===== config.mk =====
export PLATFORM = sky130hd
export DESIGN_NAME = noise_shaped_pwm_modulator
export DESIGN_NICKNAME = d
export VERILOG_FILES = /design/src/nspm_pkg.sv /design/src/noise_shaped_pwm_modulator.sv /design/src/nspm_integ.sv
export VERILOG_INCLUDE_DIRS = /design/src /design/src/src
export SDC_FILE = /design/constraint.sdc
export NUM_CORES = 1
export LEC_CHECK = 0
export ABC_AREA = 1
export BUFFER_PORTS_ARGS = -buffer_cell sky130_fd_sc_hd__buf_2
export CORE_MARGIN = 10
export CORE_UTILIZATION = 35
export CTS_CLUSTER_DIAMETER = 200
export DETAILED_ROUTE_END_ITERATION = 7
export HOLD_SLACK_MARGIN = 0.08
export SYNTH_ARGS = -nofsm -noshare
export SYNTH_HDL_FRONTEND = slang
export SYNTH_SLANG_ARGS = --single-unit

===== constraint.sdc =====
create_clock -name clk -period 12.7 [get_ports clk]
set_input_delay 3.175 -clock clk [delete_from_list [all_inputs] [get_ports clk]]
set_output_delay 3.175 -clock clk [all_outputs]
set_load 0.005 [all_outputs]

===== src/assert_macros.svh =====
// Assertion macros shared by the modulator RTL.
// No dependencies; include by bare file name.
`ifndef ASSERT_MACROS_SVH
`define ASSERT_MACROS_SVH

// Same-cycle implication, disabled during reset.
`define ASSERT_IMP(label, clk, rst, a, b, msg) \
  label: assert property (@(posedge clk) disable iff (rst) (a) |-> (b)) else $error(msg);

// Next-cycle implication, disabled during reset.
`define ASSERT_NXT(label, clk, rst, a, b, msg) \
  label: assert property (@(posedge clk) disable iff (rst) (a) |=> (b)) else $error(msg);

`endif


===== src/nspm_pkg.sv =====
// Package for the noise-shaped PWM modulator: types and fixed constants.
// No dependencies.
`timescale 1ns / 1ps

package nspm_pkg;

  localparam int SAMPLE_W = 16;
  localparam int INTEG_W  = 32;
  localparam int LEVEL_SH = 8;
  localparam int DUTY_W   = 16;
  localparam int ADDR_W   = 3;
  localparam int DATA_W   = 32;

  localparam logic REG_PWM_PERIOD = 1'b0;

  typedef struct packed {
    logic advance;
    logic update;
  } step_ctl_t;

endpackage


===== src/noise_shaped_pwm_modulator.sv =====
// Noise-shaped PWM modulator top level: input register, sub-step sequencing,
// result register and APB register port. Depends on nspm_pkg, nspm_integ and
// assert_macros.svh.
`timescale 1ns / 1ps

// Each accepted sample produces OVERSAMPLE duty values (six by default), one
// per clock while the result side does not stall; the four-integrator update
// for one sub-step is combinational between the held sample and the result
// register. The next sample is taken in the cycle its predecessor's last
// sub-step is issued, so samples stream with no gap. A silent sample gives
// half of pwm_period on every sub-step and leaves the integrators untouched.
// pwm_period sits at byte address 0 and resets to 0.
module noise_shaped_pwm_modulator #(
  parameter int OVERSAMPLE = 6
) (
  input  logic                                clk,
  input  logic                                rst,
  input  logic                                item_valid,
  output logic                                item_stall,
  input  logic signed [nspm_pkg::SAMPLE_W-1:0] sample,
  input  logic                                silent,
  output logic                                result_valid,
  input  logic                                result_stall,
  output logic        [nspm_pkg::DUTY_W-1:0]   duty,
  output logic                                last,
  input  logic                                psel,
  input  logic                                penable,
  input  logic                                pwrite,
  input  logic        [nspm_pkg::ADDR_W-1:0]   paddr,
  input  logic        [nspm_pkg::DATA_W-1:0]   pwdata,
  output logic        [nspm_pkg::DATA_W-1:0]   prdata,
  output logic                                pready
);
  import nspm_pkg::*;

  `include "assert_macros.svh"

  localparam int CNT_W = (OVERSAMPLE > 1) ? $clog2(OVERSAMPLE) : 1;
  localparam logic [CNT_W-1:0] CNT_LAST = CNT_W'(OVERSAMPLE - 1);

  logic [DUTY_W-1:0]          pwm_period;
  logic                       busy;
  logic [CNT_W-1:0]           cnt;
  logic signed [SAMPLE_W-1:0] cur_sample;
  logic                       cur_silent;
  logic                       out_free;
  logic                       sub_last;
  logic                       accept;
  logic [DUTY_W-1:0]          level;
  logic [DUTY_W-1:0]          mid;
  step_ctl_t                  ctl;

  assign pready = 1'b1;
  assign prdata = (paddr[2] == REG_PWM_PERIOD) ? {{(DATA_W-DUTY_W){1'b0}}, pwm_period} : '0;

  always_ff @(posedge clk) begin
    if (rst) begin
      pwm_period <= '0;
    end else if (psel && penable && pwrite && pready && (paddr[2] == REG_PWM_PERIOD)) begin
      pwm_period <= pwdata[DUTY_W-1:0];
    end
  end

  assign out_free    = !result_valid || !result_stall;
  assign ctl.advance = busy && out_free;
  assign ctl.update  = !cur_silent;
  assign sub_last    = (cnt == CNT_LAST);
  assign item_stall  = busy && !(ctl.advance && sub_last);
  assign accept      = item_valid && !item_stall;
  assign mid         = pwm_period >> 1;

  always_ff @(posedge clk) begin
    if (rst) begin
      busy <= 1'b0;
      cnt  <= '0;
    end else if (accept) begin
      busy <= 1'b1;
      cnt  <= '0;
    end else if (ctl.advance) begin
      busy <= !sub_last;
      cnt  <= sub_last ? '0 : cnt + 1'b1;
    end
  end

  always_ff @(posedge clk) begin
    if (accept) begin
      cur_sample <= sample;
      cur_silent <= silent;
    end
  end

  nspm_integ u_integ (
    .clk    (clk),
    .rst    (rst),
    .ctl    (ctl),
    .sample (cur_sample),
    .level  (level)
  );

  always_ff @(posedge clk) begin
    if (rst) begin
      result_valid <= 1'b0;
    end else if (out_free) begin
      result_valid <= ctl.advance;
    end
  end

  always_ff @(posedge clk) begin
    if (ctl.advance) begin
      duty <= cur_silent ? mid : level + mid;
      last <= sub_last;
    end
  end

  `ASSERT_NXT(a_accept_starts, clk, rst, accept, busy && (cnt == '0), "accepted transaction did not start at sub-step zero")
  `ASSERT_NXT(a_last_flag, clk, rst, ctl.advance && sub_last, result_valid && last, "final sub-step did not raise last")
  `ASSERT_NXT(a_silent_mid, clk, rst, ctl.advance && cur_silent, duty == (pwm_period >> 1), "silent sub-step did not give midpoint")
  `ASSERT_IMP(a_stall_busy, clk, rst, item_stall, busy, "input stalled while idle")

endmodule


===== src/nspm_integ.sv =====
// Fourth-order integrator cascade with quantizer feedback, one sub-step per advance.
// Depends on nspm_pkg.
`timescale 1ns / 1ps

module nspm_integ (
  input  logic                              clk,
  input  logic                              rst,
  input  nspm_pkg::step_ctl_t               ctl,
  input  logic signed [nspm_pkg::SAMPLE_W-1:0] sample,
  output logic        [nspm_pkg::DUTY_W-1:0]   level
);
  import nspm_pkg::*;

  logic [INTEG_W-1:0] integ [4];
  logic [INTEG_W-1:0] integ_next [4];
  logic [INTEG_W-1:0] acc [4];
  logic [INTEG_W-1:0] fb;
  logic [INTEG_W-1:0] x;

  always_comb begin
    x      = {{(INTEG_W-SAMPLE_W){sample[SAMPLE_W-1]}}, sample};
    acc[0] = integ[0] + x;
    acc[1] = integ[1] + acc[0];
    acc[2] = integ[2] + acc[1];
    acc[3] = integ[3] + acc[2];
    level  = acc[3][LEVEL_SH +: DUTY_W];
    fb     = {{(INTEG_W-DUTY_W-LEVEL_SH){level[DUTY_W-1]}}, level, {LEVEL_SH{1'b0}}};
    for (int i = 0; i < 4; i++) begin
      integ_next[i] = acc[i] - fb;
    end
  end

  always_ff @(posedge clk) begin
    if (rst) begin
      for (int i = 0; i < 4; i++) begin
        integ[i] <= '0;
      end
    end else if (ctl.advance && ctl.update) begin
      for (int i = 0; i < 4; i++) begin
        integ[i] <= integ_next[i];
      end
    end
  end

endmodule

==> impl_metrics.tcl <==
set metrics [dict create \
    max-cap-violations 0 \
    syn_avg_cell_area_um2 7.40 \
    clkLatencyLatePin_ns 0.44 \
    postSynth.asyncResetShare_pct 0 \
    fp.dieArea_mm2 0.0435 \
    timing.final.crit_share_pct 62.5 \
    hp-class "flip-flop to flip-flop" \
    synth_area_mm2 0.0124 \
    final-max-slew-violation-count 0 \
    ff_latch_area_mm2 0.00384 \
    final_period_minus_worst_setup_slack_ns 7.93 \
    cts_buffers 17 \
    layout.cells.most_common "sky130_fd_sc_hd__nand2_1" \
    ctsHoldBuffers 0 \
    detailroute.via_count 11086 \
    chipWidth_um 209 \
    dpl.cell_count 2203 \
    slew_headroom_pct 28.3 \
    drt.antenna.violating_nets 0 \
    required_ns 12.86 \
    hold-path-endpoint "pwm_period[0]$_SDFFE_PP0P_" \
    synth_compound_gate_area_share_pct 15.7 \
    worstRegToRegCells 42 \
    timing.critical_path.from_type "flip-flop" \
    timing_hold_violations_final 0 \
    yosys-mux-area-fraction_pct 0 \
    slowest_stage "sky130_fd_sc_hd__o41ai_1" \
    tns_ns 0 \
    dominant_combinational_cell_family_by_area_after_synthesis "simple AND/OR/NAND/NOR gates" \
    synthesized_area_fraction_occupied_by_and_or_nand_nor_cells_pct 23.3 \
    floorplan.initialDensity_pct 35.3 \
    criticalPathCategory "flip-flop to flip-flop" \
    multi_input_area_mm2 0.00750 \
    worst_slew_pin_slew_ns 1.08 \
    end_kind "flip-flop" \
    post-cts-setup-buffer-count 0 \
    run_status "finished, final reports clean" \
    fillCellCount 3672 \
    cts_tree "built" \
    design.portCount 111 \
    routed_wire_length_per_instance_um 14.7 \
    final.hold.worst_slack_ns 0.455 \
    netlist-cell-type-count 50 \
    routability_congestion_estimate_from_global_placement 0.890 \
    nNetsFinal 1985 \
    fin_util_pct 39.4 \
    num_antenna_cells 0 \
    detail_route.drc_violations 0 \
    hpwlAfterDp_um 26400 \
    count_of_port_buffers_added_during_placement 75 \
    fp-row-count 69 \
    routed_wirelength_um 32800 \
    grt_ovf 0 \
    r2r_setup_slack_ns 4.77 \
    synth.ff_latch_count 135 \
    areaGrowthSynthToFinish_pct 11.8 \
    report.final.setup_viol 0 \
    ctsHtreeMaxLevel 4 \
    share_of_post_route_cells_with_drive_strength_above_1_pct 8.91 \
    cts_resized 0 \
    detailedRoute.firstIterationViolations 459 \
    floorplan.die.height_um 209 \
    grt_setup_unrepaired "false" \
    design.core.area_mm2 0.0353 \
    regToRegEndpoint "duty[14]$_DFFE_PP_" \
    ctsLongestPathBuffers 2 \
    critPathTopFamily "simple AND/OR/NAND/NOR gates" \
    most_prevalent_standard_cell_on_the_critical_path "sky130_fd_sc_hd__nand2_1" \
    regToRegStartpoint "cur_sample[0]$_DFFE_PP_" \
    layoutNonFillerInstCount 2235 \
    mostFrequentLayoutCells "sky130_fd_sc_hd__nand2_1 (358), sky130_fd_sc_hd__inv_1 (257), sky130_fd_sc_hd__a21oi_1 (193)" \
    synth_enable_flop_cells 114 \
    synth_seq_area_share_pct 30.9 \
    worst_hold_path.num_cells 2 \
    cts_root_buffer "sky130_fd_sc_hd__clkbuf_16" \
    crit_path_max_fanout 6 \
    grt_use_total_pct 15.1 \
    cp_data_arrival_time_ns 8.09 \
    ys_warn_count 0 \
    synth-main-ff-cell "sky130_fd_sc_hd__edfxtp_1" \
    number_of_antenna_violations_at_the_first_check_in_global_routing 0 \
    detailedRoute.firstPassIterationCount 5 \
    grt_start_max_net_pins 81 \
    critical_path.n_buffers_inverters 3 \
    post_drt_via_cell_ratio 4.96 \
    grt_pass1_wl_um 54000 \
    critical-path-max-stage-delay_ns 0.45 \
    worstHoldStart "pwm_period[0]$_SDFFE_PP0P_" \
    synthesis.instances 1682 \
    clock-skew-final_ns 0.0178 \
    grt_pass1_vias 11259 \
    yosys.area_share.adder_pct 17.1 \
    path_clk_slew_ns 0.07 \
    synthXorXnorAreaFrac_pct 3.58 \
    max_freq_mhz 126 \
    cts_num_sinks 135 \
]
==> logic make-up (layout without fill, tap and decap cells) <==
kind of cell	after synthesis	in the layout
AOI/OAI and AO/OA	363	363
xor gates and xnor gates	50	50
adders and majority gates	165	165
buffers and inverters	296	373
DFF	135	135
other	2	17
and+or+nand+nor	671	671
==> worst reg2reg max path, delay by kind of cell (launching register included) <==
family          cells  cell delay, ns
buf+inv             3            0.20
simple gates       24            3.11
xor+xnor            2            0.64
flops               1            0.33
compound gates      8            1.80
fa+ha+maj           5            1.52
==> cell usage after synthesis, types with 2 or more instances <==
library cell | n | area share [%]
sky130_fd_sc_hd__xnor2_1 | 15 | 1.1
sky130_fd_sc_hd__o22ai_1 | 4 | 0.20
sky130_fd_sc_hd__a21o_1 | 4 | 0.24
sky130_fd_sc_hd__dfxtp_1 | 21 | 3.4
sky130_fd_sc_hd__o21a_1 | 7 | 0.42
sky130_fd_sc_hd__nand3b_1 | 4 | 0.24
sky130_fd_sc_hd__inv_1 | 257 | 7.8
sky130_fd_sc_hd__ha_1 | 157 | 16
sky130_fd_sc_hd__edfxtp_1 | 114 | 28
sky130_fd_sc_hd__nor3_1 | 29 | 1.2
sky130_fd_sc_hd__xor2_1 | 34 | 2.4
sky130_fd_sc_hd__nor2_1 | 141 | 4.3
sky130_fd_sc_hd__nor4_1 | 5 | 0.25
sky130_fd_sc_hd__o21ai_0 | 118 | 4.7
sky130_fd_sc_hd__conb_1 | 2 | 0.060
sky130_fd_sc_hd__o221ai_1 | 3 | 0.21
sky130_fd_sc_hd__nor2_4 | 2 | 0.18
sky130_fd_sc_hd__nand4_1 | 19 | 0.95
sky130_fd_sc_hd__nand3_1 | 74 | 3.0
sky130_fd_sc_hd__a21oi_1 | 193 | 7.8
sky130_fd_sc_hd__buf_4 | 17 | 1.0
sky130_fd_sc_hd__nand3_2 | 9 | 0.72
sky130_fd_sc_hd__a211oi_1 | 7 | 0.42
sky130_fd_sc_hd__clkbuf_1 | 15 | 0.45
sky130_fd_sc_hd__o21bai_1 | 11 | 0.66
sky130_fd_sc_hd__inv_2 | 5 | 0.15
sky130_fd_sc_hd__nand2_2 | 15 | 0.75
sky130_fd_sc_hd__nor2_2 | 8 | 0.40
sky130_fd_sc_hd__a31oi_1 | 5 | 0.25
sky130_fd_sc_hd__o2111ai_1 | 3 | 0.21
sky130_fd_sc_hd__nand2_1 | 358 | 11
sky130_fd_sc_hd__fa_1 | 8 | 1.3
==> how the worst max path moves through the flow <==
stage                            startpoint                                 to  slack, ns  cells past startpoint
floorplan                      result_stall  u_integ.integ[0][0]$_SDFFCE_PN0P_       3.10                      3
global placement    cur_sample[0]$_DFFE_PP_                 duty[14]$_DFFE_PP_       4.93                     42
detailed placement  cur_sample[0]$_DFFE_PP_                 duty[14]$_DFFE_PP_       4.80                     42
CTS                 cur_sample[0]$_DFFE_PP_                 duty[14]$_DFFE_PP_       4.71                     42
global route        cur_sample[0]$_DFFE_PP_                 duty[14]$_DFFE_PP_       3.77                     42
finish              cur_sample[0]$_DFFE_PP_                 duty[14]$_DFFE_PP_       4.77                     42
==> stage by stage <==
stage / cell area [µm²] / setup WS, ns
2_1_floorplan: 12500 / 3.10
3_3_place_gp: 13300 / 4.93
3_5_place_dp: 13300 / 4.80
4_1_cts: 13900 / 4.71
5_1_grt: 13900 / 3.77
6_report: 13900 / 4.77
==> registers in the layout, indices dropped and copies added (netlist names) <==
signal and cells:
pwm_period 16, cur_sample 16, result_valid 1, cnt 3, duty 16, busy 1
last 1, cur_silent 1, u_integ.integ 80
==> per-layer routing <==
metal / routed length, µm / track usage (%) / part of all wire (%) / vias up
met2: 15100 / 25.8 / 46 / 241
met5: 0 / 0 / 0 / -
li1: - / - / - / 5781
met3: 1680 / 3.24 / 5.1 / 39
met4: 663 / 4.44 / 2.0 / 0
met1: 15400 / 18.7 / 47 / 5025
==> layout make-up <==
cell class / instances / share of cell area [%]
inverters: 262 / 7.07
repair buffers: 79 / 2.91
multi-input cells: 1266 / 53.9
clock inverters: 10 / 0.854
clock buffers: 22 / 3.50
flip-flops and latches: 135 / 27.6
well taps: 461 / 4.14
Power is left out: the tool's default activity adds up to more than one toggle a clock period on the data nets, which glitch-free logic cannot reach.
